`config.mk`:
```
export PLATFORM = sky130hd
export DESIGN_NAME = signed_barrett_modular_reducer
export DESIGN_NICKNAME = d
export VERILOG_FILES = /design/src/sv/sbmr_pkg.sv /design/src/sv/sbmr_recip_mul.sv /design/src/sv/sbmr_correct.sv /design/src/sv/signed_barrett_modular_reducer.sv
export VERILOG_INCLUDE_DIRS = /design/src /design/src/sv
export SDC_FILE = /design/constraint.sdc
export NUM_CORES = 2
export LEC_CHECK = 0
export ABC_AREA = 1
export ABC_CLOCK_PERIOD_IN_PS = 6600
export BUFFER_PORTS_ARGS = -buffer_cell sky130_fd_sc_hd__buf_2
export CORE_MARGIN = 2
export CORE_UTILIZATION = 60
export CTS_CLUSTER_DIAMETER = 100
export DETAILED_ROUTE_END_ITERATION = 10
export MAX_ROUTING_LAYER = met4
export PLACE_DENSITY = 0.78
export SLEW_MARGIN = 10
export SYNTH_ARGS = -nofsm -noshare
export SYNTH_HDL_FRONTEND = slang
export SYNTH_SLANG_ARGS = --single-unit
```
`constraint.sdc`:
```
create_clock -name clk_i -period 6.6 [get_ports clk_i]
set_input_delay 0.33 -clock clk_i [delete_from_list [all_inputs] [get_ports clk_i]]
set_output_delay 0.33 -clock clk_i [all_outputs]
set_load 0.005 [all_outputs]
```
`src/sv/signed_barrett_modular_reducer_defines.svh`:
```
// Assertion macros for the signed Barrett modular reducer.
`ifndef SIGNED_BARRETT_MODULAR_REDUCER_DEFINES_SVH
`define SIGNED_BARRETT_MODULAR_REDUCER_DEFINES_SVH

`ifndef ASSERT_OFF

// Checked only while out of reset.
`define SBMR_ASSERT(lbl, prop, msg) \
  lbl: assert property (@(posedge clk_i) disable iff (!rst_ni) (prop)) else $error(msg);

// Checked at every edge, reset included.
`define SBMR_ASSERT_ALWAYS(lbl, prop, msg) \
  lbl: assert property (@(posedge clk_i) (prop)) else $error(msg);

`else

`define SBMR_ASSERT(lbl, prop, msg)
`define SBMR_ASSERT_ALWAYS(lbl, prop, msg)

`endif

`endif

```
`src/sv/sbmr_pkg.sv`:
```
// Shared types and constants for the signed Barrett modular reducer.
`default_nettype none

package sbmr_pkg;

  localparam int DATA_W    = 32;  // operand and residue width
  localparam int MOD_W     = 23;  // modulus register width
  localparam int DIV_W     = 24;  // divisor width (2q needs one more bit)
  localparam int REC_W     = 33;  // widest reciprocal
  localparam int REC2_W    = 32;  // reciprocal of 2q
  localparam int REC_LO_W  = 17;  // low slice of the reciprocal product split
  localparam int CFG_IDX_W = 2;

  localparam int SHIFT_BITS_DEF = 46;

  // operation codes
  localparam logic [2:0] OP_TRUNC_Q = 3'd0;
  localparam logic [2:0] OP_ADD_Q   = 3'd1;
  localparam logic [2:0] OP_MOD_Q   = 3'd2;
  localparam logic [2:0] OP_ADD_2Q  = 3'd3;
  localparam logic [2:0] OP_MOD_2Q  = 3'd4;

  // register indexes
  localparam logic [CFG_IDX_W-1:0] CFG_MODULUS  = 2'd0;
  localparam logic [CFG_IDX_W-1:0] CFG_RECIP_Q  = 2'd1;
  localparam logic [CFG_IDX_W-1:0] CFG_RECIP_2Q = 2'd2;

  localparam logic [MOD_W-1:0]  MODULUS_RST  = 23'd15361;
  localparam logic [REC_W-1:0]  RECIP_Q_RST  = 33'd4581000206;
  localparam logic [REC2_W-1:0] RECIP_2Q_RST = 32'd2290500103;

  // request data that rides along the pipeline
  typedef struct packed {
    logic [2:0]        op;
    logic [DATA_W-1:0] a;    // operand as given
    logic [DATA_W-1:0] au;   // magnitude
    logic              neg;  // operand sign
    logic [DIV_W-1:0]  d;    // divisor / addend for this request
  } side_t;

endpackage

`default_nettype wire

```
`src/sv/sbmr_recip_mul.sv`:
```
// Two-stage reciprocal multiply: magnitude times reciprocal, shifted down.
`default_nettype none

module sbmr_recip_mul #(
  parameter int SHIFT_BITS = sbmr_pkg::SHIFT_BITS_DEF
) (
  input  wire logic                         clk_i,
  input  wire logic                         rst_ni,
  input  wire logic                         valid_i,
  input  wire logic [sbmr_pkg::REC_W-1:0]   rec_i,
  input  wire sbmr_pkg::side_t              side_i,
  output logic                              valid_o,
  output logic [sbmr_pkg::DATA_W-1:0]       qh_o,
  output sbmr_pkg::side_t                   side_o
);

  localparam int REC_HI_W = sbmr_pkg::REC_W - sbmr_pkg::REC_LO_W;
  localparam int PLO_W    = sbmr_pkg::DATA_W + sbmr_pkg::REC_LO_W;
  localparam int PHI_W    = sbmr_pkg::DATA_W + REC_HI_W;
  localparam int SUM_W    = SHIFT_BITS + sbmr_pkg::DATA_W;

  logic             pv_q;
  logic [PLO_W-1:0] plo_d, plo_q;
  logic [PHI_W-1:0] phi_d, phi_q;
  sbmr_pkg::side_t  pside_q;
  logic [SUM_W-1:0] sum;
  logic             qv_q;
  logic [sbmr_pkg::DATA_W-1:0] qh_q;
  sbmr_pkg::side_t  qside_q;

  // partial products
  assign plo_d = PLO_W'(side_i.au) * PLO_W'(rec_i[sbmr_pkg::REC_LO_W-1:0]);
  assign phi_d = PHI_W'(side_i.au) * PHI_W'(rec_i[sbmr_pkg::REC_W-1:sbmr_pkg::REC_LO_W]);

  // recombine; the top DATA_W bits are the product shifted by SHIFT_BITS
  assign sum = SUM_W'(plo_q) + (SUM_W'(phi_q) << sbmr_pkg::REC_LO_W);

  always_ff @(posedge clk_i or negedge rst_ni) begin
    if (!rst_ni) begin
      pv_q <= 1'b0;
      qv_q <= 1'b0;
    end else begin
      pv_q <= valid_i;
      qv_q <= pv_q;
    end
  end

  always_ff @(posedge clk_i) begin
    if (valid_i) begin
      plo_q   <= plo_d;
      phi_q   <= phi_d;
      pside_q <= side_i;
    end
    if (pv_q) begin
      qh_q    <= sum[SUM_W-1 -: sbmr_pkg::DATA_W];
      qside_q <= pside_q;
    end
  end

  assign valid_o = qv_q;
  assign qh_o    = qh_q;
  assign side_o  = qside_q;

endmodule

`default_nettype wire

```
`src/sv/sbmr_correct.sv`:
```
// Quotient times divisor, subtract, one correction and sign restore.
`default_nettype none

module sbmr_correct (
  input  wire logic                         clk_i,
  input  wire logic                         rst_ni,
  input  wire logic                         valid_i,
  input  wire logic [sbmr_pkg::DATA_W-1:0]  qh_i,
  input  wire sbmr_pkg::side_t              side_i,
  output logic                              valid_o,
  output logic [sbmr_pkg::DATA_W-1:0]       rem_o,
  output sbmr_pkg::side_t                   side_o
);

  localparam int DW = sbmr_pkg::DATA_W;

  logic          mv_q;
  logic [DW-1:0] qd_d, qd_q;
  sbmr_pkg::side_t mside_q;
  logic [DW-1:0] d32, r, r2, rs;
  logic          ge;
  logic          rv_q;
  logic [DW-1:0] rem_q;
  sbmr_pkg::side_t rside_q;

  // only the low word of qh * d matters
  assign qd_d = DW'(qh_i * DW'(side_i.d));

  assign d32 = DW'(mside_q.d);

  assign r  = mside_q.au - qd_q;
  assign ge = (r >= d32);
  assign r2 = ge ? (r - d32) : r;
  assign rs = mside_q.neg ? (DW'(0) - r2) : r2;

  always_ff @(posedge clk_i or negedge rst_ni) begin
    if (!rst_ni) begin
      mv_q <= 1'b0;
      rv_q <= 1'b0;
    end else begin
      mv_q <= valid_i;
      rv_q <= mv_q;
    end
  end

  always_ff @(posedge clk_i) begin
    if (valid_i) begin
      qd_q    <= qd_d;
      mside_q <= side_i;
    end
    if (mv_q) begin
      rem_q   <= rs;
      rside_q <= mside_q;
    end
  end

  assign valid_o = rv_q;
  assign rem_o   = rem_q;
  assign side_o  = rside_q;

endmodule

`default_nettype wire

```
`src/sv/signed_barrett_modular_reducer.sv`:
```
// Top level of the signed Barrett modular reducer pipeline.
//
//  channel   ports                                      direction  handshake
//  ------------------------------------------------------------------------------
//  request   start_i, busy_o, req_type_i, operand_i     in         start_i && !busy_o
//  result    done_o, residue_o                          out        done_o, one cycle
//  config    cfg_we_i, cfg_idx_i, cfg_wdata_i           in         cfg_we_i, no wait
//
//  One request per cycle, every cycle; results leave in the order of their requests.
//  The six-stage pipeline splits the 32x33 reciprocal product over two multipliers
//  and a recombining add, then does the 32x24 back-multiply.
//  busy_o is always low: nothing in the pipeline ever holds, and results cannot stall.
//  Reset clears the stage valid bits and loads the reset modulus and reciprocals.
//  Registers are to be written only while no request is in flight.
`default_nettype none

module signed_barrett_modular_reducer #(
  parameter int SHIFT_BITS = sbmr_pkg::SHIFT_BITS_DEF
) (
  input  wire logic                             clk_i,
  input  wire logic                             rst_ni,
  // request
  input  wire logic                             start_i,
  output logic                                  busy_o,
  input  wire logic [2:0]                       req_type_i,
  input  wire logic signed [sbmr_pkg::DATA_W-1:0] operand_i,
  // result
  output logic                                  done_o,
  output logic signed [sbmr_pkg::DATA_W-1:0]    residue_o,
  // configuration
  input  wire logic                             cfg_we_i,
  input  wire logic [sbmr_pkg::CFG_IDX_W-1:0]   cfg_idx_i,
  input  wire logic [sbmr_pkg::REC_W-1:0]       cfg_wdata_i
);

`include "signed_barrett_modular_reducer_defines.svh"

  localparam int DW = sbmr_pkg::DATA_W;

  logic accept;

  // configuration registers
  logic [sbmr_pkg::MOD_W-1:0]  modulus_q;
  logic [sbmr_pkg::REC_W-1:0]  recip_q_q;
  logic [sbmr_pkg::REC2_W-1:0] recip_2q_q;

  // stage 1: magnitude, divisor and reciprocal selection
  sbmr_pkg::side_t            side_d, s1_side_q;
  logic [sbmr_pkg::REC_W-1:0] rec_d, s1_rec_q;
  logic                       s1_valid_q;
  logic [DW-1:0]              a_u;
  logic [sbmr_pkg::DIV_W-1:0] q24, dq24;

  // stages 2-3
  logic                       m_valid;
  logic [DW-1:0]              m_qh;
  sbmr_pkg::side_t            m_side;

  // stages 4-5
  logic                       c_valid;
  logic [DW-1:0]              c_rem;
  sbmr_pkg::side_t            c_side;

  // stage 6: output register
  logic [DW-1:0]              out_d32;
  logic [DW-1:0]              res_d, res_q;
  logic                       done_q;

  assign busy_o = 1'b0;
  assign accept = start_i && !busy_o;

  // register writes; index 3 is not a register and is dropped
  always_ff @(posedge clk_i or negedge rst_ni) begin
    if (!rst_ni) begin
      modulus_q  <= sbmr_pkg::MODULUS_RST;
      recip_q_q  <= sbmr_pkg::RECIP_Q_RST;
      recip_2q_q <= sbmr_pkg::RECIP_2Q_RST;
    end else if (cfg_we_i) begin
      unique case (cfg_idx_i)
        sbmr_pkg::CFG_MODULUS:  modulus_q  <= cfg_wdata_i[sbmr_pkg::MOD_W-1:0];
        sbmr_pkg::CFG_RECIP_Q:  recip_q_q  <= cfg_wdata_i;
        sbmr_pkg::CFG_RECIP_2Q: recip_2q_q <= cfg_wdata_i[sbmr_pkg::REC2_W-1:0];
        default: ;
      endcase
    end
  end

  assign a_u  = DW'(operand_i);
  assign q24  = sbmr_pkg::DIV_W'(modulus_q);
  assign dq24 = {modulus_q, 1'b0};

  always_comb begin
    side_d.op  = req_type_i;
    side_d.a   = a_u;
    side_d.neg = a_u[DW-1];
    // most negative value gives 2^31 as an unsigned magnitude
    side_d.au  = a_u[DW-1] ? (DW'(0) - a_u) : a_u;
    case (req_type_i) inside
      sbmr_pkg::OP_ADD_2Q, sbmr_pkg::OP_MOD_2Q: side_d.d = dq24;
      default:                                  side_d.d = q24;
    endcase
    rec_d = (req_type_i == sbmr_pkg::OP_MOD_2Q) ? sbmr_pkg::REC_W'(recip_2q_q) : recip_q_q;
  end

  always_ff @(posedge clk_i or negedge rst_ni) begin
    if (!rst_ni) begin
      s1_valid_q <= 1'b0;
    end else begin
      s1_valid_q <= accept;
    end
  end

  always_ff @(posedge clk_i) begin
    if (accept) begin
      s1_side_q <= side_d;
      s1_rec_q  <= rec_d;
    end
  end

  sbmr_recip_mul #(
    .SHIFT_BITS (SHIFT_BITS)
  ) u_recip_mul (
    .clk_i   (clk_i),
    .rst_ni  (rst_ni),
    .valid_i (s1_valid_q),
    .rec_i   (s1_rec_q),
    .side_i  (s1_side_q),
    .valid_o (m_valid),
    .qh_o    (m_qh),
    .side_o  (m_side)
  );

  sbmr_correct u_correct (
    .clk_i   (clk_i),
    .rst_ni  (rst_ni),
    .valid_i (m_valid),
    .qh_i    (m_qh),
    .side_i  (m_side),
    .valid_o (c_valid),
    .rem_o   (c_rem),
    .side_o  (c_side)
  );

  // final pick: truncated remainder, add-if-negative on operand or on remainder
  assign out_d32 = DW'(c_side.d);

  always_comb begin
    case (c_side.op) inside
      sbmr_pkg::OP_TRUNC_Q:
        res_d = c_rem;
      sbmr_pkg::OP_ADD_Q, sbmr_pkg::OP_ADD_2Q:
        res_d = c_side.a[DW-1] ? (c_side.a + out_d32) : c_side.a;
      sbmr_pkg::OP_MOD_Q, sbmr_pkg::OP_MOD_2Q:
        res_d = c_rem[DW-1] ? (c_rem + out_d32) : c_rem;
      default:
        res_d = c_side.a;  // unused codes pass the operand through
    endcase
  end

  always_ff @(posedge clk_i or negedge rst_ni) begin
    if (!rst_ni) begin
      done_q <= 1'b0;
    end else begin
      done_q <= c_valid;
    end
  end

  always_ff @(posedge clk_i) begin
    if (c_valid) begin
      res_q <= res_d;
    end
  end

  assign done_o    = done_q;
  assign residue_o = $signed(res_q);

  // every accepted request gets a result and every result had a request, both directions
  `SBMR_ASSERT(a_latency, accept |-> ##6 done_o, "request did not complete in six cycles")
  `SBMR_ASSERT(a_no_phantom, done_o |-> $past(accept, 6), "result without a request")
  // result word only moves together with the strobe
  `SBMR_ASSERT(a_hold, !done_o |-> $stable(residue_o), "residue changed without a result")
  // unused codes: operand must come back aligned with its own request
  `SBMR_ASSERT(a_pass, done_o && $past(req_type_i > sbmr_pkg::OP_MOD_2Q, 6) |-> residue_o == $past(operand_i, 6), "pass-through operand misaligned")
  `SBMR_ASSERT_ALWAYS(a_rst_quiet, !rst_ni |-> !done_o, "result strobe during reset")

endmodule

`default_nettype wire
```
### After elaboration in Yosys (flattened, before gate mapping)

Index checks and enable logic that the tools add are counted.

| word-level totals | value |
|---|---|
| input port bits | 74 |
| latch bits | 0 |
| word-level logic and storage cells | 80 |
| memory bits (writable) | 0 |
| memories kept | 0 |
| flip-flop bits (word level) | 779 |
| output and inout bits | 34 |
| bits in read-only memories | 0 |

| cells by class | value |
|---|---|
| reduce and logical (&&, ||, !) cells | 8 |
| divide/modulo/power cells | 0 |
| magnitude comparators | 1 |
| shift-type cells | 0 |
| equality and inequality tests | 8 |
| bitwise operators | 0 |
| $add $sub $neg | 7 |
| multiply operators | 3 |
| mux-type cells | 10 |

Operator list:

| cell | number |
|---|---|
| two-way mux 32 bit | 8 |
| adder 49 x 65 -> 66 bit | 1 |
| adder 32 x 24 -> 32 bit | 2 |
| subtractor 1 x 32 -> 32 bit, first input constant | 2 |
| multiplier 32 x 17 -> 49 bit | 1 |
| multiplier 32 x 16 -> 48 bit | 1 |
| greater-or-equal comparator 32 x 24 -> 1 bit | 1 |
| multiplier 32 x 24 -> 32 bit | 1 |
| subtractor 32 x 24 -> 32 bit | 1 |
| subtractor 32 bit | 1 |
| two-way mux 31 bit | 1 |
| two-way mux 23 bit | 1 |
| == test 3 x 2 -> 1 bit, second input constant | 3 |
| == test 3 bit, second input constant | 2 |
| AND reduction 2 bit | 3 |
| OR reduction 2 bit | 3 |
| == test 3 x 1 -> 1 bit, second input constant | 1 |
| zero test 3 bit | 1 |
| == test 2 x 1 -> 1 bit, second input constant | 1 |
| == test 2 bit, second input constant | 1 |
| zero test 2 bit | 1 |

### Longest topological paths before layout

| depth | value |
|---|---|
| word-level depth | 5 |
| mapped depth | 38 |
| gate-level depth less buffers | 36 |

### Hierarchy

Synthesis repeated with hierarchy kept, for this count alone.

| second synthesis, totals | value |
|---|---|
| cell total of the unflattened synthesis | 11061 |
| area, all modules | 90371.7 µm² |

By module, submodules not included:

| module | times used | area each (µm²) | cells an instance |
|---|---|---|---|
| sbmr_recip_mul | 1 | 46669.8 | 5675 |
| sbmr_correct | 1 | 28681.3 | 3418 |
| signed_barrett_modular_reducer | 1 | 15020.7 | 1968 |

### Worst setup path before layout

Ideal clock, no wire load.

| path | value |
|---|---|
| path kind | register to register |
| start | register u_recip_mul.qh_q (netlist bit u_recip_mul.qh_o[7]) |
| end | register u_correct.qd_q[28], data pin |
| setup slack | 0.298 ns |
| path buffers | 1 |
| library setup time | 0.265 ns |
| arrival | 6.037 ns |
| stages on the path, launching flop included | 25 |
| data required time | 6.335 ns |
| path through | edfxtp_1 -> clkbuf_1 -> nand2_1 -> fa_1 -> inv_1 -> fa_1 -> inv_1 -> fa_1 -> inv_1 -> ha_1 -> fa_1 -> inv_1 -> fa_1 -> inv_1 -> fa_1 -> ha_1 -> a21oi_1 -> o21ai_0 -> a21boi_0 -> o21ai_0 -> a21boi_0 -> o21bai_1 -> a21oi_1 -> o21ai_0 -> xor2_1 |

| on the way | value |
|---|---|
| longest elaborated chain between the ends | 1 |

Ends and longest elaborated chain:

| item | RTL line | text |
|---|---|---|
| from (decl) | sbmr_recip_mul.sv:28 | `logic [sbmr_pkg::DATA_W-1:0] qh_q;` |
| from (signal assigned) | sbmr_recip_mul.sv:55 | `qh_q <= sum[SUM_W-1 -: sbmr_pkg::DATA_W];` |
| multiplier 32 x 24 -> 32 bit | sbmr_correct.sv:27 | `assign qd_d = DW'(qh_i * DW'(side_i.d));` |
| via u_correct.qd_d[28] | sbmr_correct.sv:18 | `logic [DW-1:0] qd_d, qd_q;` |
| to (signal assigned) | sbmr_correct.sv:48 | `qd_q <= qd_d;` |
| to (decl) | sbmr_correct.sv:18 |  |

The timed path passes the listed nets, and every way through them passes these cells.
A chain may end at the register's enable or synchronous reset.

### Worst setup path after layout

| path | value |
|---|---|
| start | register s1_side_q[39] in the netlist's numbering |
| end | register u_recip_mul.phi_q[44], data pin |

| on the way | value |
|---|---|
| longest elaborated chain between the ends | 1 |

Ends and longest elaborated chain:

| item | RTL line | text |
|---|---|---|
| from (decl) | signed_barrett_modular_reducer.sv:48 | `sbmr_pkg::side_t side_d, s1_side_q;` |
| from (signal assigned) | signed_barrett_modular_reducer.sv:115 | `s1_side_q <= side_d;` |
| multiplier 32 x 16 -> 48 bit | sbmr_recip_mul.sv:33 | `assign phi_d = PHI_W'(side_i.au) * PHI_W'(rec_i[sbmr_pkg::REC_W-1:sbmr_pkg::REC_LO_W]);` |
| via u_recip_mul.phi_d[44] | sbmr_recip_mul.sv:24 | `logic [PHI_W-1:0] phi_d, phi_q;` |
| to (signal assigned) | sbmr_recip_mul.sv:51 | `phi_q <= phi_d;` |
| to (decl) | sbmr_recip_mul.sv:24 |  |

The timed path passes the listed nets, and every way through them passes these cells.

==> flow_summary.ini <==
[run_status]
outcome = finished, final reports clean

[timing]
fin_crit_sh_pct = 99.3
slew_violations = 0
setup_violations = 0
tightest_slew_ns = 1.25
hold_slack_ns = 0.0355
slew_headroom_pct = 15.7
rsz0062_at_grt = true
hold_viol = 0
clock.fmax_mhz = 153
min_period_ns = 6.55
skew_ns = 0.0742

[synthesis]
yosysTopAreaCell = fa_1
yosysMostFrequentCell = inv_1
synth_edf_count = 648
ys_seq_elements = 742
syn_area_sq_um = 82000
synth_cell_types = 62
syn_area_per_cell_sq_um = 8.67
yosysSeqAreaShare_pct = 26.6
yosysTopAreaCellShare_pct = 29.3
synthTopCellsByArea = fa_1 (29%), edfxtp_1 (24%), inv_1 (11%), nand2_1 (11%), ha_1 (7.4%)
syn_inst = 9467
syn_nets = 11200
async_flop_share_pct = 12.7
synthFlopType = edfxtp_1
synth_common_cells = inv_1 (2457), nand2_1 (2440), fa_1 (1200)
yosys_warnings = 0

[setup_path]
timing_worst_setup_path_type = flop to flop
required_ns = 7.12
path_delay_family = adder cells
crit_fanout = 17
crit_path_frequent_cell = fa_1
cpPeakStageDelay_ns = 0.56
critPathBufInv = 7
start_kind = flop
critPathCaptureType = flop
arrival_ns = 7.08
path_cells = buf_4 > clkbuf_16 > nand2_1 > fa_1 > inv_1 > fa_1 > fa_1 > fa_1 > fa_1 > inv_1 > fa_1 > inv_1 > ha_1 > nand4_1 > nor3_2 > nand2_1 > o21ai_2 > buf_4 > a41oi_2 > o41ai_2 > buf_4 > xor2_1
critPathSlowestCell = fa_1

[clocking]
clk_pin_slew_ns = 0.06
numCtsBuffers = 82
cts_buffer_depth = 3
clock_sinks = 742
clockRootBuffer = clkbuf_16
cts_tree = built
h-tree-depth = 3
clk_latency_ns = 0.72

[cells_and_area]
stdcell_area_sq_um = 90600
drive_above_1_share_pct = 7.55
syn_to_final_growth_pct = 10.4
nFillCells = 10500
fin_nets = 11400
final_util_pct = 66.8

[global_routing]
overflow = 0
grt_pass1_wl_um = 379000
grt_pass1_vias = 68200
antenna_found_initial = 13
grt_util_all_layers_pct = 36.4
grt_max_degree = 123

[die]
io_pins = 108
dieHeight_um = 374
die-area_sq_um = 140000
initial_core_util_pct = 60.5
die_w_um = 374
row_count = 135
coreArea_sq_um = 136000

[min_path]
hold_path.class = input port to flop

[job]
cap_viol_max_count = 0

[route]
antenna_left = 0
dr_total_vias = 65200
dr.pass1.iters = 6
routedWlPerCell_um = 21.2
wirelength_um = 245000
viasPerCell = 5.64
drc = 0
initialDrtViolationCount = 6222

[placement]
dp_hpwl_um = 184000
gp_congestion = 1.03
dpl_cell_area_sq_um = 86400
port_buffers = 106
## through the flow
| step | setup WS [ns] | instances | setup TNS [ns] |
|---|---|---|---|
| global route | -0.0997 | 11500 | -0.231 |
| detailed placement | -0.0151 | 11300 | -0.0151 |
| floorplan | 0.298 | 9467 | 0 |
| global placement | 0.0971 | 11300 | 0 |
| CTS | 0.0502 | 11500 | 0 |
| finish | 0.0462 | 11500 | 0 |
## logic make-up after synthesis
| logic type | after synthesis | share of synthesized area (%) |
|---|---|---|
| AND/OR/NAND/NOR | 3113 | 15.1 |
| adder cells (fa/ha/maj) | 1688 | 36.7 |
| buffers and inverters | 2842 | 13.1 |
| flip-flops | 742 | 26.6 |
| AO/OA/AOI/OAI | 820 | 5.62 |
| XOR/XNOR | 261 | 2.81 |
| other | 1 | 0.00457 |
## tightest hold or removal path, cell delays in order
cell and delay, ns:
buf_2 0.08, inv_1 0.11, o21ai_0 0.17
## placed cells by master, fill, tap and decap left out, types with 11 or more instances in the layout
cell / Yosys / layout
inv_1: 2457 / 2457
nand2_1: 2440 / 2439
fa_1: 1200 / 1198
edfxtp_1: 648 / 648
ha_1: 488 / 483
nor2_1: 325 / 321
a21oi_1: 324 / 313
o21ai_0: 307 / 296
buf_4: 3 / 254
xor2_1: 155 / 152
nand3_1: 144 / 141
xnor2_1: 105 / 105
buf_2: 1 / 104
clkbuf_16: 0 / 87
buf_12: 0 / 69
dfrtp_1: 69 / 65
dlygate4sd3_1: 0 / 64
nand4_1: 58 / 58
nor3_1: 37 / 34
nand2_2: 27 / 28
a31oi_1: 25 / 25
dfstp_2: 25 / 25
o211ai_1: 23 / 23
clkbuf_1: 351 / 22
o21a_1: 21 / 21
nor2_2: 16 / 20
nor4_1: 20 / 19
o2111ai_1: 17 / 17
o21ai_1: 8 / 16
diode_2: 0 / 14
a21oi_2: 2 / 13
o221ai_1: 15 / 13
o21ai_2: 9 / 12
bufinv_16: 0 / 12
inv_2: 11 / 11
or2_2: 11 / 11
clkinv_1: 3 / 11
## state kept, by name, indices dropped and copies added (netlist names), 33 cells and up
| signal | cells |
|---|---|
| u_correct.side_o | 59 |
| u_recip_mul.phi_q | 48 |
| u_recip_mul.side_o | 90 |
| u_recip_mul.pside_q | 90 |
| s1_side_q | 90 |
| recip_q_q | 33 |
| s1_rec_q | 33 |
| u_correct.mside_q | 66 |
## repair_timing
| action | CTS | global route |
|---|---|---|
| hold buffers | 64 | 0 |
| buffers inserted | 0 | 37 |
| endpoints found under the setup margin | 1 | 41 |
| pin swaps | 0 | 6 |
| endpoints found under the hold margin | 127 | 0 |
| cloned | 0 | 5 |
| resized for setup | 1 | 60 |
## layout make-up
| class | count | area (sq um) | share of cell area, % |
|---|---|---|---|
| multi-input cells | 5883 | 49700 | 54.9 |
| flip-flops and latches | 742 | 21900 | 24.1 |
| inverters | 2471 | 9280 | 10.2 |
| repair buffers | 505 | 4680 | 5.16 |
| well taps | 1781 | 2230 | 2.46 |
| clock buffers | 104 | 2130 | 2.36 |
| clock inverters | 47 | 681 | 0.751 |
| diodes | 14 | 35.0 | 0.0387 |
## path summary, 6_finish.rpt
check | startpoint | endpoint | slack, ns | depth (start not counted)
worst max-delay path | s1_side_q[39] | u_recip_mul.phi_q[44] | 0.05 | 22
worst min-delay path | cfg_wdata_i[11] | recip_q_q[11] | 0.04 | 3
worst min register to register | u_recip_mul.side_o[31] | u_correct.mside_q[31] | 0.40 | 0
min in group asynchronous | rst_ni | recip_2q_q[8] | 0.09 | 2
max in group asynchronous | rst_ni | u_correct.mv_q | 5.05 | 3
worst max register to register | s1_side_q[39] | u_recip_mul.phi_q[44] | 0.05 | 22
## layer usage
metal | vias to the layer above | share of wire [%] | global-route usage (%)
met5 | - | 0 | -
met4 | 0 | 7.3 | 21.6
met3 | 1080 | 9.4 | 6.16
met2 | 3607 | 48 | 58.7
met1 | 31800 | 36 | 43.2
li1 | 28700 | - | -
Power is not shown: default switching activity piles up to over one toggle a cycle in this logic, so the estimate is an artifact.
